[src/hdl/lrt_pkg.sv]
`timescale 1ns / 1ps
// Shared constants, command codes and the payload word of the LRU route table.
// Used by lru_route_table_unit, its port checker and the testbench; depends on nothing else.
package lrt_pkg;

    localparam int ENTRIES = 8;
    localparam int IDX_W   = (ENTRIES > 1) ? $clog2(ENTRIES) : 1;
    localparam int RANK_W  = IDX_W;

    localparam int KEY_W = 32;
    localparam int HOP_W = 32;
    localparam int CNT_W = 8;
    localparam int SEQ_W = 32;

    localparam int S_FIELDS_W = KEY_W + HOP_W + CNT_W + SEQ_W;
    localparam int S_DATA_W   = ((S_FIELDS_W + 7) / 8) * 8;
    localparam int M_FIELDS_W = HOP_W + CNT_W + SEQ_W;
    localparam int M_DATA_W   = ((M_FIELDS_W + 7) / 8) * 8;
    localparam int S_USER_W   = 3;
    localparam int M_USER_W   = 3;

    localparam int USR_HIT   = 0;
    localparam int USR_BAD   = 1;
    localparam int USR_EVICT = 2;

    localparam logic [IDX_W-1:0]  LAST_IDX    = IDX_W'(ENTRIES - 1);
    localparam logic [RANK_W-1:0] OLDEST_RANK = RANK_W'(ENTRIES - 1);

    typedef enum logic [2:0] {
        CMD_ADD          = 3'd0,
        CMD_LOOKUP_VALID = 3'd1,
        CMD_LOOKUP_ANY   = 3'd2,
        CMD_TOUCH        = 3'd3,
        CMD_MARK_BAD     = 3'd4,
        CMD_FLUSH        = 3'd5
    } cmd_t;

    typedef struct packed {
        logic [SEQ_W-1:0] seq;
        logic [CNT_W-1:0] hops;
        logic [HOP_W-1:0] next_hop;
    } pay_t;

endpackage

[src/hdl/lru_route_table_unit.sv]
`timescale 1ns / 1ps
// LRU route table: key memory, payload memory, recency ranks and the command sequencer.
// Depends on lrt_pkg.
//
// Usage: each input beat carries a command in s_axis_tuser and the key, next hop,
// hop count and network-order sequence number in s_axis_tdata. Every command gives
// exactly one result beat on the m_axis side: hit, bad and evicted flags in
// m_axis_tuser, next hop, hop count and host-order sequence number in m_axis_tdata.
// Lookup, touch and mark-bad misses, flushes and unknown commands give all-zero results.
// Add, lookup, touch and mark-bad walk the key memory one entry per cycle. An add or
// a miss goes from the walk through ST_RESOLVE to ST_OUT, and a lookup, touch or
// mark-bad hit also passes ST_FETCH; flush and unknown commands skip the walk.
// s_axis_tready rises again in the cycle after the result beat is loaded.
// One item is worked on at a time; s_axis_tready is high only between items.
// The result sits in an output register, so the next item is accepted while a
// result beat still waits for m_axis_tready. If that register is still full when
// the next result is ready, the sequencer holds it until the receiver takes the beat.
// Reset clears all valid marks, bad marks and ranks, so the table starts empty;
// the memories themselves are not cleared and need no clearing pass.
module lru_route_table_unit import lrt_pkg::*; (
    input  logic                aclk,
    input  logic                aresetn,
    input  logic                s_axis_tvalid,
    output logic                s_axis_tready,
    input  logic [S_DATA_W-1:0] s_axis_tdata,  // dest_addr, next_hop_in, hops_in, seq_net
    input  logic [S_USER_W-1:0] s_axis_tuser,  // cmd
    output logic                m_axis_tvalid,
    input  logic                m_axis_tready,
    output logic [M_DATA_W-1:0] m_axis_tdata,  // next_hop_out, hops_out, seq_out
    output logic [M_USER_W-1:0] m_axis_tuser   // hit, entry_bad, evicted
);

    typedef enum logic [2:0] {
        ST_IDLE,
        ST_SCAN,
        ST_RESOLVE,
        ST_FETCH,
        ST_OUT
    } state_t;

    state_t              state_reg;
    logic [2:0]          cmd_reg;
    logic [KEY_W-1:0]    key_in_reg;
    pay_t                pay_in_reg;

    logic [IDX_W-1:0]    rd_idx_reg;
    logic                rd_busy_reg;
    logic                cmp_vld_reg;
    logic [IDX_W-1:0]    cmp_idx_reg;
    logic [KEY_W-1:0]    key_q_reg;
    pay_t                pay_q_reg;

    logic                match_reg;
    logic [IDX_W-1:0]    match_idx_reg;
    logic                free_reg;
    logic [IDX_W-1:0]    free_idx_reg;
    logic [IDX_W-1:0]    old_idx_reg;

    logic [ENTRIES-1:0]  valid_reg;
    logic [ENTRIES-1:0]  bad_reg;
    logic [RANK_W-1:0]   rank_reg [ENTRIES];

    logic                res_hit_reg;
    logic                res_bad_reg;
    logic                res_evict_reg;
    pay_t                res_pay_reg;

    logic                m_valid_reg;
    logic [M_DATA_W-1:0] m_data_reg;
    logic [M_USER_W-1:0] m_user_reg;

    logic [KEY_W-1:0]    key_mem [ENTRIES];
    pay_t                pay_mem [ENTRIES];

    logic [IDX_W-1:0]    slot;
    logic                slot_bad;
    logic                found_ok;
    logic                front_en;
    logic                mem_we;
    logic [RANK_W:0]     old_rank;
    logic                cmp_valid;
    logic                out_load;

    function automatic logic [SEQ_W-1:0] swap32(input logic [SEQ_W-1:0] v);
        return {v[7:0], v[15:8], v[23:16], v[31:24]};
    endfunction

    assign s_axis_tready = (state_reg == ST_IDLE);
    assign m_axis_tvalid = m_valid_reg;
    assign m_axis_tdata  = m_data_reg;
    assign m_axis_tuser  = m_user_reg;

    assign cmp_valid = valid_reg[cmp_idx_reg];

    always_comb begin
        if (cmd_reg == CMD_ADD) begin
            slot = match_reg ? match_idx_reg : (free_reg ? free_idx_reg : old_idx_reg);
        end else begin
            slot = match_idx_reg;
        end
        slot_bad = bad_reg[slot];
        found_ok = match_reg && !((cmd_reg == CMD_LOOKUP_VALID) && slot_bad);
        mem_we   = (state_reg == ST_RESOLVE) && (cmd_reg == CMD_ADD);
        front_en = (state_reg == ST_RESOLVE)
                   && ((cmd_reg == CMD_ADD) || ((cmd_reg == CMD_TOUCH) && found_ok));
        out_load = (state_reg == ST_OUT) && (!m_valid_reg || m_axis_tready);
        if ((cmd_reg == CMD_ADD) && !match_reg && free_reg) begin
            old_rank = (RANK_W + 1)'(ENTRIES);
        end else begin
            old_rank = {1'b0, rank_reg[slot]};
        end
    end

    always_ff @(posedge aclk) begin
        if (mem_we) begin
            key_mem[slot] <= key_in_reg;
            pay_mem[slot] <= pay_in_reg;
        end
        key_q_reg <= key_mem[rd_idx_reg];
        pay_q_reg <= pay_mem[slot];
    end

    always_ff @(posedge aclk) begin
        if (!aresetn) begin
            state_reg   <= ST_IDLE;
            valid_reg   <= '0;
            bad_reg     <= '0;
            for (int i = 0; i < ENTRIES; i++) begin
                rank_reg[i] <= '0;
            end
            m_valid_reg <= 1'b0;
            rd_busy_reg <= 1'b0;
            cmp_vld_reg <= 1'b0;
        end else begin
            if (out_load) begin
                m_valid_reg <= 1'b1;
                m_data_reg  <= M_DATA_W'(res_pay_reg);
                m_user_reg  <= {res_evict_reg, res_bad_reg, res_hit_reg};
            end else if (m_valid_reg && m_axis_tready) begin
                m_valid_reg <= 1'b0;
            end
            unique case (state_reg)
                ST_IDLE: begin
                    if (s_axis_tvalid) begin
                        cmd_reg             <= s_axis_tuser;
                        key_in_reg          <= s_axis_tdata[31:0];
                        pay_in_reg.next_hop <= s_axis_tdata[63:32];
                        pay_in_reg.hops     <= s_axis_tdata[71:64];
                        pay_in_reg.seq      <= swap32(s_axis_tdata[103:72]);
                        match_reg           <= 1'b0;
                        free_reg            <= 1'b0;
                        rd_idx_reg          <= '0;
                        cmp_vld_reg         <= 1'b0;
                        case (s_axis_tuser) inside
                            CMD_ADD, CMD_LOOKUP_VALID, CMD_LOOKUP_ANY, CMD_TOUCH,
                            CMD_MARK_BAD: begin
                                rd_busy_reg <= 1'b1;
                                state_reg   <= ST_SCAN;
                            end
                            default: begin
                                state_reg <= ST_RESOLVE;
                            end
                        endcase
                    end
                end
                ST_SCAN: begin
                    cmp_vld_reg <= rd_busy_reg;
                    cmp_idx_reg <= rd_idx_reg;
                    if (rd_busy_reg) begin
                        if (rd_idx_reg == LAST_IDX) begin
                            rd_busy_reg <= 1'b0;
                        end else begin
                            rd_idx_reg <= rd_idx_reg + IDX_W'(1);
                        end
                    end
                    if (cmp_vld_reg) begin
                        if (cmp_valid && (key_q_reg == key_in_reg) && !match_reg) begin
                            match_reg     <= 1'b1;
                            match_idx_reg <= cmp_idx_reg;
                        end
                        if (!cmp_valid && !free_reg) begin
                            free_reg     <= 1'b1;
                            free_idx_reg <= cmp_idx_reg;
                        end
                        if (cmp_valid && (rank_reg[cmp_idx_reg] == OLDEST_RANK)) begin
                            old_idx_reg <= cmp_idx_reg;
                        end
                        if (cmp_idx_reg == LAST_IDX) begin
                            state_reg <= ST_RESOLVE;
                        end
                    end
                end
                ST_RESOLVE: begin
                    case (cmd_reg) inside
                        CMD_ADD: begin
                            res_hit_reg     <= match_reg;
                            res_bad_reg     <= 1'b0;
                            res_evict_reg   <= !match_reg && !free_reg;
                            res_pay_reg     <= pay_in_reg;
                            valid_reg[slot] <= 1'b1;
                            bad_reg[slot]   <= 1'b0;
                            state_reg       <= ST_OUT;
                        end
                        CMD_LOOKUP_VALID, CMD_LOOKUP_ANY, CMD_TOUCH, CMD_MARK_BAD: begin
                            res_hit_reg   <= found_ok;
                            res_bad_reg   <= found_ok
                                             && (slot_bad || (cmd_reg == CMD_MARK_BAD));
                            res_evict_reg <= 1'b0;
                            res_pay_reg   <= '0;
                            if (found_ok && (cmd_reg == CMD_MARK_BAD)) begin
                                bad_reg[slot] <= 1'b1;
                            end
                            state_reg <= found_ok ? ST_FETCH : ST_OUT;
                        end
                        CMD_FLUSH: begin
                            res_hit_reg   <= 1'b0;
                            res_bad_reg   <= 1'b0;
                            res_evict_reg <= 1'b0;
                            res_pay_reg   <= '0;
                            valid_reg     <= '0;
                            for (int i = 0; i < ENTRIES; i++) begin
                                rank_reg[i] <= '0;
                            end
                            state_reg     <= ST_OUT;
                        end
                        default: begin
                            res_hit_reg   <= 1'b0;
                            res_bad_reg   <= 1'b0;
                            res_evict_reg <= 1'b0;
                            res_pay_reg   <= '0;
                            state_reg     <= ST_OUT;
                        end
                    endcase
                    if (front_en) begin
                        for (int i = 0; i < ENTRIES; i++) begin
                            if (IDX_W'(i) == slot) begin
                                rank_reg[i] <= '0;
                            end else if (valid_reg[i] && ({1'b0, rank_reg[i]} < old_rank)) begin
                                rank_reg[i] <= rank_reg[i] + RANK_W'(1);
                            end
                        end
                    end
                end
                ST_FETCH: begin
                    res_pay_reg <= pay_q_reg;
                    state_reg   <= ST_OUT;
                end
                ST_OUT: begin
                    if (out_load) begin
                        state_reg <= ST_IDLE;
                    end
                end
                default: begin
                    state_reg <= ST_IDLE;
                end
            endcase
        end
    end

endmodule

[config.mk]
export PLATFORM = sky130hd
export DESIGN_NAME = lru_route_table_unit
export DESIGN_NICKNAME = d
export VERILOG_FILES = /design/src/hdl/lrt_pkg.sv /design/src/hdl/lru_route_table_unit.sv
export SDC_FILE = /design/constraint.sdc
export NUM_CORES = 1
export LEC_CHECK = 0
export BUFFER_PORTS_ARGS = -buffer_cell sky130_fd_sc_hd__buf_4
export CAP_MARGIN = 30
export CORE_MARGIN = 1.5
export CORE_UTILIZATION = 45
export CTS_CLUSTER_SIZE = 30
export DETAILED_ROUTE_END_ITERATION = 8
export GPL_TIMING_DRIVEN = 0
export SYNTH_ARGS = -nofsm -noshare
export SYNTH_HDL_FRONTEND = slang
export SYNTH_SLANG_ARGS = --single-unit
[constraint.sdc]
create_clock -name aclk -period 21.8 [get_ports aclk]
set_input_delay 0 -clock aclk [delete_from_list [all_inputs] [get_ports aclk]]
set_output_delay 0 -clock aclk [all_outputs]
set_load 0.02 [all_outputs]
# After elaboration in Yosys (flattened, before gate mapping)
# Memories as Yosys holds them, arrays and structs flattened. A register that Yosys moved wholly into a read port is not among the register bits.
# Cells that the tools add are included.
[op_classes] n_addsub=9 order_cmp=11 n_eq_ne=34 n_mux=170 bitwise_logic=29 reduce_logical=62
[ops] operator="$pmux 72 s2" count=1
[ops] operator="$mux 3" count=38
[ops] operator="$mux 1" count=113
[ops] operator="$mux 72" count=1
[ops] operator="$mux 8" count=6
[ops] operator="$eq 32x32->1" count=1
[ops] operator="$lt 3x4->1" count=8
[ops] operator="$add 3x1->3 const B" count=9
[ops] operator="$logic_and 1x1->1" count=25
[ops] operator="$or 1x1->1" count=24
[ops] operator="$eq 3x3->1 const B" count=7
[ops] operator="$eq 3x2->1 const B" count=6
[ops] operator="$ne 2x2->1 const B" count=9
[ops] operator="$or 8x8->8" count=2
[ops] operator="$reduce_and 4->1" count=4
[ops] operator="$pmux 3 s5" count=1
[ops] operator="$reduce_and 5->1" count=3
[ops] operator="$eq 3x3->1 const A" count=4
[ops] operator="$logic_not 3->1" count=4
[ops] operator="$reduce_and 3->1" count=4
[ops] operator="$reduce_bool 2->1" count=6
[ops] operator="$reduce_and 2->1" count=5
[ops] operator="$eq 3x1->1 const B" count=3
[ops] operator="$and 8x8->8" count=1
[ops] operator="18 further kinds" count=30
[word_totals] ff_bits=296 ramBits=856 in_bits=111 memories=3
[mem_list] memory="pay_mem" depth=8 word_bits=72 read_ports=1 rd_ports_with_merged_regs=1 wr=1 line_no="lru_route_table_unit.sv:73" text="pay_t pay_mem [ENTRIES];"
[mem_list] memory="key_mem" depth=8 word_bits=32 read_ports=1 rd_ports_with_merged_regs=1 wr=1 line_no="lru_route_table_unit.sv:72" text="logic [KEY_W-1:0] key_mem [ENTRIES];"
[mem_list] memory="rank_reg" depth=8 word_bits=3 read_ports=10 rd_ports_with_merged_regs=1 wr=8 line_no="lru_route_table_unit.sv:61" text="logic [RANK_W-1:0] rank_reg [ENTRIES];"

# Longest topological paths before layout
# Gate-level depths: netlist of the first run.
[depth] ltp_word=17 depth_mapped=15 mapped_depth_nobuf=10

# Least setup slack after synthesis of the first run
# Ideal clock, no wire load.
[synth_path] path_type="register to register" startpoint="register state_reg[0]" endpoint="register m_data_reg[0] (netlist: m_axis_tdata[0]), enable pin" t_arrival_ps=6295 setup_slack_ps=14890 path_stages_with_launch=4 synth_period_minus_slack_ps=6910 path_cell_list="dfxtp_1 clkbuf_1 nor3b_1 nor3b_1"
[synth_between] elab_chain_len=3
[synth_rtl] item="from (decl)" line_no="lru_route_table_unit.sv:41" text="state_t state_reg;"
[synth_rtl] item="from (signal assigned)" line_no="lru_route_table_unit.sv:213" text="state_reg <= found_ok ? ST_FETCH : ST_OUT;"
[synth_rtl] item="$eq 3x3->1" line_no="lru_route_table_unit.sv:106" text="out_load = (state_reg == ST_OUT) && (!m_valid_reg || m_axis_tready);"
[synth_rtl] item="$logic_and 1x1->1" line_no="lru_route_table_unit.sv:106"
[synth_rtl] item="$reduce_and 2->1 (no source line)"
[synth_rtl] item="to (signal assigned)" line_no="lru_route_table_unit.sv:137" text="m_data_reg <= M_DATA_W'(res_pay_reg);"
[synth_rtl] item="to (decl)" line_no="lru_route_table_unit.sv:69" text="logic [M_DATA_W-1:0] m_data_reg;"
# Every way passes these cells.
# A chain may end at the register's enable or synchronous reset.

==> qor.yml, run 1 <==
setup_path:
  startpoint_type: "flop"
  cp_max_fo: 10
  crit_start: "cmd_reg[1]$_DFFE_PP_"
  worstPathArrival_ps: 5350
  r2r_start: "cmd_reg[1]$_DFFE_PP_"
  crit_type: "flop to flop"
  cp.required_ps: 22190
  cp-end-kind: "flop"
route:
  antenna_left: 0
  dr.pass1.iters: 7
  drt_iter0_drc: 2340
  wl_per_cell_um: 25.55
  finalWirelength_um: 124200
  vias: 28070
  via_per_inst: 5.773
  drc: 0
final_layout:
  fillers: 8204
  drive_gt1_share_pct: 18.82
  area_delta_synth_final_pct: 22.70
  regMostFlops: "pay_mem"
  reg.largest.list: "pay_mem: 576 flops, key_mem: 256 flops"
  nNetsFinal: 3500
  instances_no_fill: 4862
  ff_latch_area_um2: 36520
  multi_input_area_um2: 10860
  largest_register_ffs: 576
floorplan:
  start_util_pct: 45.61
  fp-row-count: 119
  die_area_um2: 109100
  coreArea_um2: 105700
  die_x_um: 330.3
  top_level_ports: 188
  die_h_um: 330.3
sta:
  tightest_slew_ps: 1025
  min_period_ps: 4960
  setup_violations: 0
  fin_crit_sh_pct: 22.75
  slew_violations: 0
  tns_ps: 0
  finalHoldViolCount: 0
  grt_setup_unrepaired: "no"
  fmax_mhz: 201.6
  skew_ps: 25.08
  max_slew_margin_pct: 31.68
logic_synthesis:
  async_flop_share_pct: 0
  synth_warnings: 0
  ys.flop_type: "edfxtp_1"
  ys_types: 70
  synth_top_area_share_pct: 70.38
  ys_top_cells_by_area: "edfxtp_1, a21boi_0, dfxtp_1, mux4_2, nor4_1"
  synth_edf_count: 1130
  synth_top_area_cell: "edfxtp_1"
  netlist_area_um2: 48210
  synth_fp_nets: 2907
  avgSynthCellArea_um2: 17.41
  synth_cells: 2770
  ys_ff_latch: 1259
  ys_seq_area_share_pct: 75.74
worst_hold_path:
  hold_path.class: "input port to flop"
  hold_path.startpoint: "s_axis_tdata[78]"
place:
  dpl.hpwl_um: 80210
  placed_cells: 4408
  place.gp.congestion: 0.8905
  port_buffers: 187
global_route:
  grt_pass1_vias: 28920
  grt_usage_pct: 22.93
  grt_overflow: 0
  grt_max_degree: 46
  antenna_found_initial: 2
  grt_pass1_wl_um: 184100
clock_tree:
  cts-resized-gates: 0
  hold_buffers: 210
  cts.sinks: 1259
  clk_path_buf_depth: 3
  cts_root_buf: "clkbuf_16"
  htreeDepth: 4
  clkTransAtPathRegs_ps: 60
  cts_tree: "yes"
  numCtsBuffers: 132
  postCtsSetupBuffers: 0
  insertion_delay_ps: 750
outcome:
  status: "finished, final reports clean"
power_and_ir_drop:
  irDropWorstVdd_mv: 0.07122
  powerDensity_nw_per_um2: 86.88
  p_leak_uw: 0.01987
run:
  maxCapViolCount: 0
==> through the flow <==
stage | hold WS (ps) | utilization, % | power, uW | instance area (um^2) | worst slack (ps)
final | 24.45 | 55.96 | 5140 | 59160 | 16840
after global routing | 14.56 | 55.95 | 5279 | 59150 | 16570
after global placement | 177.8 | 48.58 | 2875 | 51360 | 9289
after detailed placement | 179.2 | 49.75 | 2880 | 52590 | 16910
after CTS | 1.043 | 55.93 | 5178 | 59120 | 16890
after floorplan | 98.87 | - | 2805 | 48210 | 14890
==> worst paths after layout <==
| check | endpoint | slack (ps) | cells past startpoint |
|---|---|---|---|
| worst min-delay path | pay_in_reg[70]$_DFFE_PP_ | 20 | 2 |
| worst min register to register | m_axis_tdata[37]$_DFFE_PP_ | 420 | 0 |
| worst max register to register | rank_reg[7][2]$_SDFFCE_PN0P_ | 16840 | 14 |
| worst max-delay path | rank_reg[7][2]$_SDFFCE_PN0P_ | 16840 | 14 |
==> synthesized netlist by cell type, drive strengths merged, types with 2 or more instances <==
library cell / number
o22ai: 72
or4: 2
nand3b: 4
o21bai: 2
a22oi: 2
ha: 26
o211a: 9
a21o: 2
a221oi: 9
dfxtp: 129
nor2: 39
inv: 23
nor2b: 4
a21boi: 432
and3: 12
a21oi: 35
nand4: 13
buf: 76
nor4: 149
o31ai: 9
or3: 2
a2111oi: 4
nor3: 19
a211oi: 24
and2: 9
a31oi: 10
nand2: 33
clkbuf: 106
o311ai: 2
mux4: 70
a22o: 72
or2: 3
o21ai: 33
mux2: 38
mux2i: 83
and3b: 3
nor3b: 7
xnor2: 39
edfxtp: 1130
nand2b: 2
nand3: 21
==> routing by layer <==
metal  up-vias  routed length (um)  GRT usage [%]
met3       221                8448          4.036
met4         0                3413          7.792
met2      1040               58760          36.24
met1     14430               53620          32.25
met5         -                   0              0
li1      12380                   -              -
==> layout by cell type (no fill, tap or decap), drive strengths merged, types with 33 or more instances in the layout <==
cell	count
a21boi	432
a21oi	35
a22o	72
buf	325
clkbuf	293
clkinv	36
dfxtp	129
dlygate4sd3	210
edfxtp	1130
mux2	38
mux2i	83
mux4	70
nand2	33
nor2	39
nor4	149
o21ai	33
o22ai	72
xnor2	39
==> kinds of logic (layout without fill, tap and decap cells) <==
kind of cell / count (synthesis) / count (layout) / share of synthesized area (%)
adders and majority gates: 26 / 26 / 0.6747
other: 0 / 2 / 0
buffers and inverters: 205 / 904 / 1.920
xor gates and xnor gates: 40 / 40 / 0.7267
AOI/OAI and AO/OA: 725 / 725 / 11.13
muxes: 191 / 191 / 5.888
and+or+nand+nor: 324 / 324 / 3.927
DFF: 1259 / 1259 / 75.74
==> power by group <==
group / internal, uW / switching, uW
Combinational: 87.8 / 86.8
Sequential: 2650 / 34.2
Clock: 1360 / 923
==> worst max-delay path, stage by stage (launching register included) <==
cell      delay (ps)
edfxtp_1         550
nor4_4           380
buf_4            250
mux2i_2          730
buf_8            230
clkbuf_1         590
nand2_1          110
nand3_1          190
o311ai_2         220
buf_4            270
ha_1             300
a21oi_1          150
o211a_1          190
nand2_1           60
o21ai_0          380
==> final cells by class <==
type	count	share of cell area [%]
plain buffers	182	1.419
flip-flops and latches	1259	61.73
multi-input cells	1306	18.36
well taps	1391	2.942
diodes	2	0.008460
clock buffers	187	6.400
inverters	23	0.1502
repair buffers	459	7.902
clock inverters	53	1.089
(Power assumes the default switching activity.)
==> run 2: changes to the inputs <==
--- a/config.mk
+++ b/config.mk
@@ -5,6 +5,7 @@
 export SDC_FILE = /design/constraint.sdc
 export NUM_CORES = 1
 export LEC_CHECK = 0
+export ABC_AREA = 1
 export BUFFER_PORTS_ARGS = -buffer_cell sky130_fd_sc_hd__buf_4
 export CAP_MARGIN = 30
 export CORE_MARGIN = 1.5
==> constraint.sdc (replaced) <==
create_clock -name aclk -period 4.3 [get_ports aclk]
set_input_delay 0 -clock aclk [delete_from_list [all_inputs] [get_ports aclk]]
set_output_delay 0 -clock aclk [all_outputs]
set_load 0.02 [all_outputs]
==> run 2 against run 1 <==
Against the previous run:
- first-iteration DRC count increased by 36%
- count of clock-buffer cells in the layout increased by 1
- critical path type unchanged
- via count increased by 4.5%
- sequential power increased to 5.5 times the previous value
- highest routed layer unchanged
==> qor.yml, run 2 <==
logic_synthesis:
  synth_top_area_cell: "edfxtp_1"
  synth_cells: 3365  # +21%
  synth_top_area_share_pct: 73.29  # +2.9 points
  ys_top_cells_by_area: "edfxtp_1, nand2_1, dfxtp_1, nor2_1, o21ai_0"
  netlist_area_um2: 46300  # -4.0%
  avgSynthCellArea_um2: 13.76  # -21%
  yosysMostFrequentCell: "edfxtp_1"
  ys_ff_latch: 1259  # unchanged
  synth_fp_nets: 3502  # +20%
  ys_seq_area_share_pct: 78.87  # +3.1 points
  ys.flop_type: "edfxtp_1"
  ys_types: 40  # -43%
  synth_warnings: 0  # unchanged
  async_flop_share_pct: 0  # unchanged
  ys_top_cells_by_count: "edfxtp_1, nand2_1, nor2_1"
  synth_edf_count: 1130  # unchanged
setup_path:
  cp_max_fo: 21  # +11
  critPathBufInv: 6  # +2
  crit_chain: "inv_2 -> nand3_2 -> nand2_1 -> nand2_2 -> nor2_4 -> inv_2 -> nor2_1 -> nand2_1 -> nor2_4 -> buf_12 -> buf_16 -> buf_16 -> buf_12"
  cp.required_ps: 4720  # -17470 ps
  critPathMaxStageDelay_ps: 530  # -200 ps
  worstPathArrival_ps: 4330  # -1020 ps
  crit_type: "flop to flop"
  cpLargestDelayFamily: "simple AND/OR/NAND/NOR gates"
  cp-end-kind: "flop"
  cp.depth: 13  # -1
  critPathSlowestCell: "edfxtp_1"
  startpoint_type: "flop"
  r2r_cells: 13  # -1
sta:
  fmax_mhz: 255.7  # +27%
  skew_ps: 23.79  # -1.297 ps
  finalHoldViolCount: 0  # unchanged
  grt_setup_unrepaired: "no"
  tightest_slew_ps: 1236  # +211.1 ps
  fin_crit_sh_pct: 90.93  # +68 points
  slew_violations: 0  # unchanged
  max_slew_margin_pct: 17.52  # -14 points
  setup_violations: 0  # unchanged
  min_period_ps: 3910  # -1050 ps
run:
  maxCapViolCount: 0  # unchanged
final_layout:
  fillers: 8165  # -0.48%
  drive_gt1_share_pct: 13.12  # -5.7 points
  regMostFlops: "pay_mem"
  area_delta_synth_final_pct: 24.63
  reg.largest.list: "pay_mem: 576 flops, key_mem: 256 flops"
  num_antenna_cells: 0  # -2
  ff_latch_area_um2: 36520  # unchanged
  final_common_cell: "edfxtp_1"
  nNetsFinal: 4110  # +17%
  layout_common_cells: "edfxtp_1, nand2_1, nor2_1"
  largest_register_ffs: 576  # unchanged
  fin_util_pct: 56.63  # +0.68 points
  multi_input_area_um2: 8862  # -18%
power_and_ir_drop:
  netSwitchingPower_uw: 7406  # +610%
  seq_power_share_pct: 50.5  # -1.7 points
  p_int_uw: 21880  # +430%
  p_comb_share_pct: 11.1  # +7.7 points
  pwr-share-clk_pct: 38.5  # -5.9 points
  powerDensity_nw_per_um2: 507.5  # +480%
  irDropWorstVdd_mv: 0.4236  # +490%
  power_uw: 29290  # +470%
  p_leak_uw: 0.02050  # +3.2%
  switching_share_pct: 25.29  # +5.0 points
clock_tree:
  cts-resized-gates: 0  # unchanged
  clkTransAtPathRegs_ps: 60  # about the same
  cts_tree: "yes"
  cts.sinks: 1259  # unchanged
  cts_root_buf: "clkbuf_16"
  insertion_delay_ps: 750  # about the same
  clk_path_buf_depth: 3  # unchanged
  numCtsBuffers: 131  # -0.76%
  htreeDepth: 4  # unchanged
route:
  vias: 29340  # +4.5%
  drt_iter0_drc: 3186  # +36%
  finalWirelength_um: 124400  # +0.13%
  via_per_inst: 5.381  # -6.8%
  drc: 0  # unchanged
  antenna_left: 0  # unchanged
  dr.pass1.iters: 6  # -1
  wl_per_cell_um: 22.82  # -11%
global_route:
  grt_overflow: 0  # unchanged
  grt_max_degree: 34  # -26%
  grt_pass1_wl_um: 181500  # -1.4%
  grt_pass1_vias: 28340  # -2.0%
  top_usage_layer: "met2"
  grt_usage_pct: 23.78  # +0.86 points
  use_met3_pct: 3.559  # -0.48 points
  grt_use_met2_pct: 38.60  # +2.4 points
  use_met1_pct: 32.79  # +0.54 points
  antenna_found_initial: 2  # unchanged
worst_hold_path:
  hold_path.class: "input port to flop"
  whs_path_depth: 2  # unchanged
floorplan:
  top_level_ports: 188  # unchanged
  coreArea_um2: 101900  # -3.6%
  die_x_um: 323.8  # -2.0%
  start_util_pct: 45.44  # -0.17 points
  fp-row-count: 117  # -1.7%
  die_area_um2: 104800  # -3.9%
  die_h_um: 323.8  # -2.0%
place:
  dpl.hpwl_um: 79500  # -0.88%
  place.gp.congestion: 0.8526  # -4.3%
  port_buffers: 187  # unchanged
outcome:
  status: "finished, final reports clean"
-- run 2: cells by family (layout without fill, tap and decap cells) --
logic type,Yosys count,in the layout,synth area share [%]
and+or+nand+nor,1391,1392,12.40
DFF,1259,1259,78.87
AOI/OAI and AO/OA,398,398,5.254
xor gates and xnor gates,27,27,0.5108
adders and majority gates,26,26,0.7026
buffers and inverters,264,982,2.265
-- run 2: area by class of cell --
| class | instances | area share, % |
|---|---|---|
| Tap cell | 1368 | 2.966 |
| Buffer | 150 | 1.076 |
| Timing Repair Buffer | 474 | 9.122 |
| Multi-Input combinational cell | 1843 | 15.36 |
| Clock buffer | 188 | 6.427 |
| Sequential cell | 1259 | 63.28 |
| Inverter | 114 | 0.7459 |
| Clock inverter | 56 | 1.023 |
-- run 2: worst paths after layout --
check	from	slack, ps	endpoint
worst max-delay path	match_reg$_DFFE_PP_	390	pay_mem[1][35]$_DFFE_PP_
worst min-delay path	s_axis_tdata[32]	30	pay_in_reg[0]$_DFFE_PP_
worst max register to register	match_reg$_DFFE_PP_	390	pay_mem[1][35]$_DFFE_PP_
worst min register to register	res_pay_reg[16]$_DFFE_PP_	410	m_axis_tdata[16]$_DFFE_PP_
-- run 2: power groups by stage --
stage          combinational [uW]  clock (uW)  sequential [uW]
3_3_place_gp                 2920           0            15100
6_report                     3240       11300            14800
2_1_floorplan                1750           0            14800
3_5_place_dp                 3070           0            15000
5_1_grt                      3540       11900            14800
4_1_cts                      3240       11400            14800
-- run 2: layer usage --
metal / up-vias / part of all wire, %
met5: - / 0
met4: 0 / 3.0
met3: 232 / 7.5
met2: 1231 / 48
met1: 14460 / 42
li1: 13420 / -
-- run 2: per-stage QoR --
step / worst slack [ps] / setup TNS (ps) / std cells / hold WS, ps / cell area [um^2]
2_1_floorplan: -457.0 / -126160 / 3365 / 98.87 / 46400
3_3_place_gp: -4274 / -3570160 / 4920 / 177.9 / 49510
3_5_place_dp: 64.55 / 0 / 4996 / 179.3 / 51290
4_1_cts: 51.26 / 0 / 5450 / 1.335 / 57690
5_1_grt: 173.7 / 0 / 5452 / 5.324 / 57700
6_report: 389.8 / 0 / 5452 / 31.00 / 57700
-- run 2: worst reg2reg max path, cell delays in order (launching register included) --
cell      delay, ps
edfxtp_1        530
inv_2           140
nand3_2         130
nand2_1         220
nand2_2         200
nor2_4          400
inv_2           150
nor2_1          330
nand2_1         360
nor2_4          290
buf_12          260
buf_16          200
buf_16          180
buf_12          220
-- run 2: repair_timing --
action	CTS	global route
setup buffers	0	1
endpoints found under the setup margin	0	18
hold buffers	210	0
hold endpoints to repair	156	0
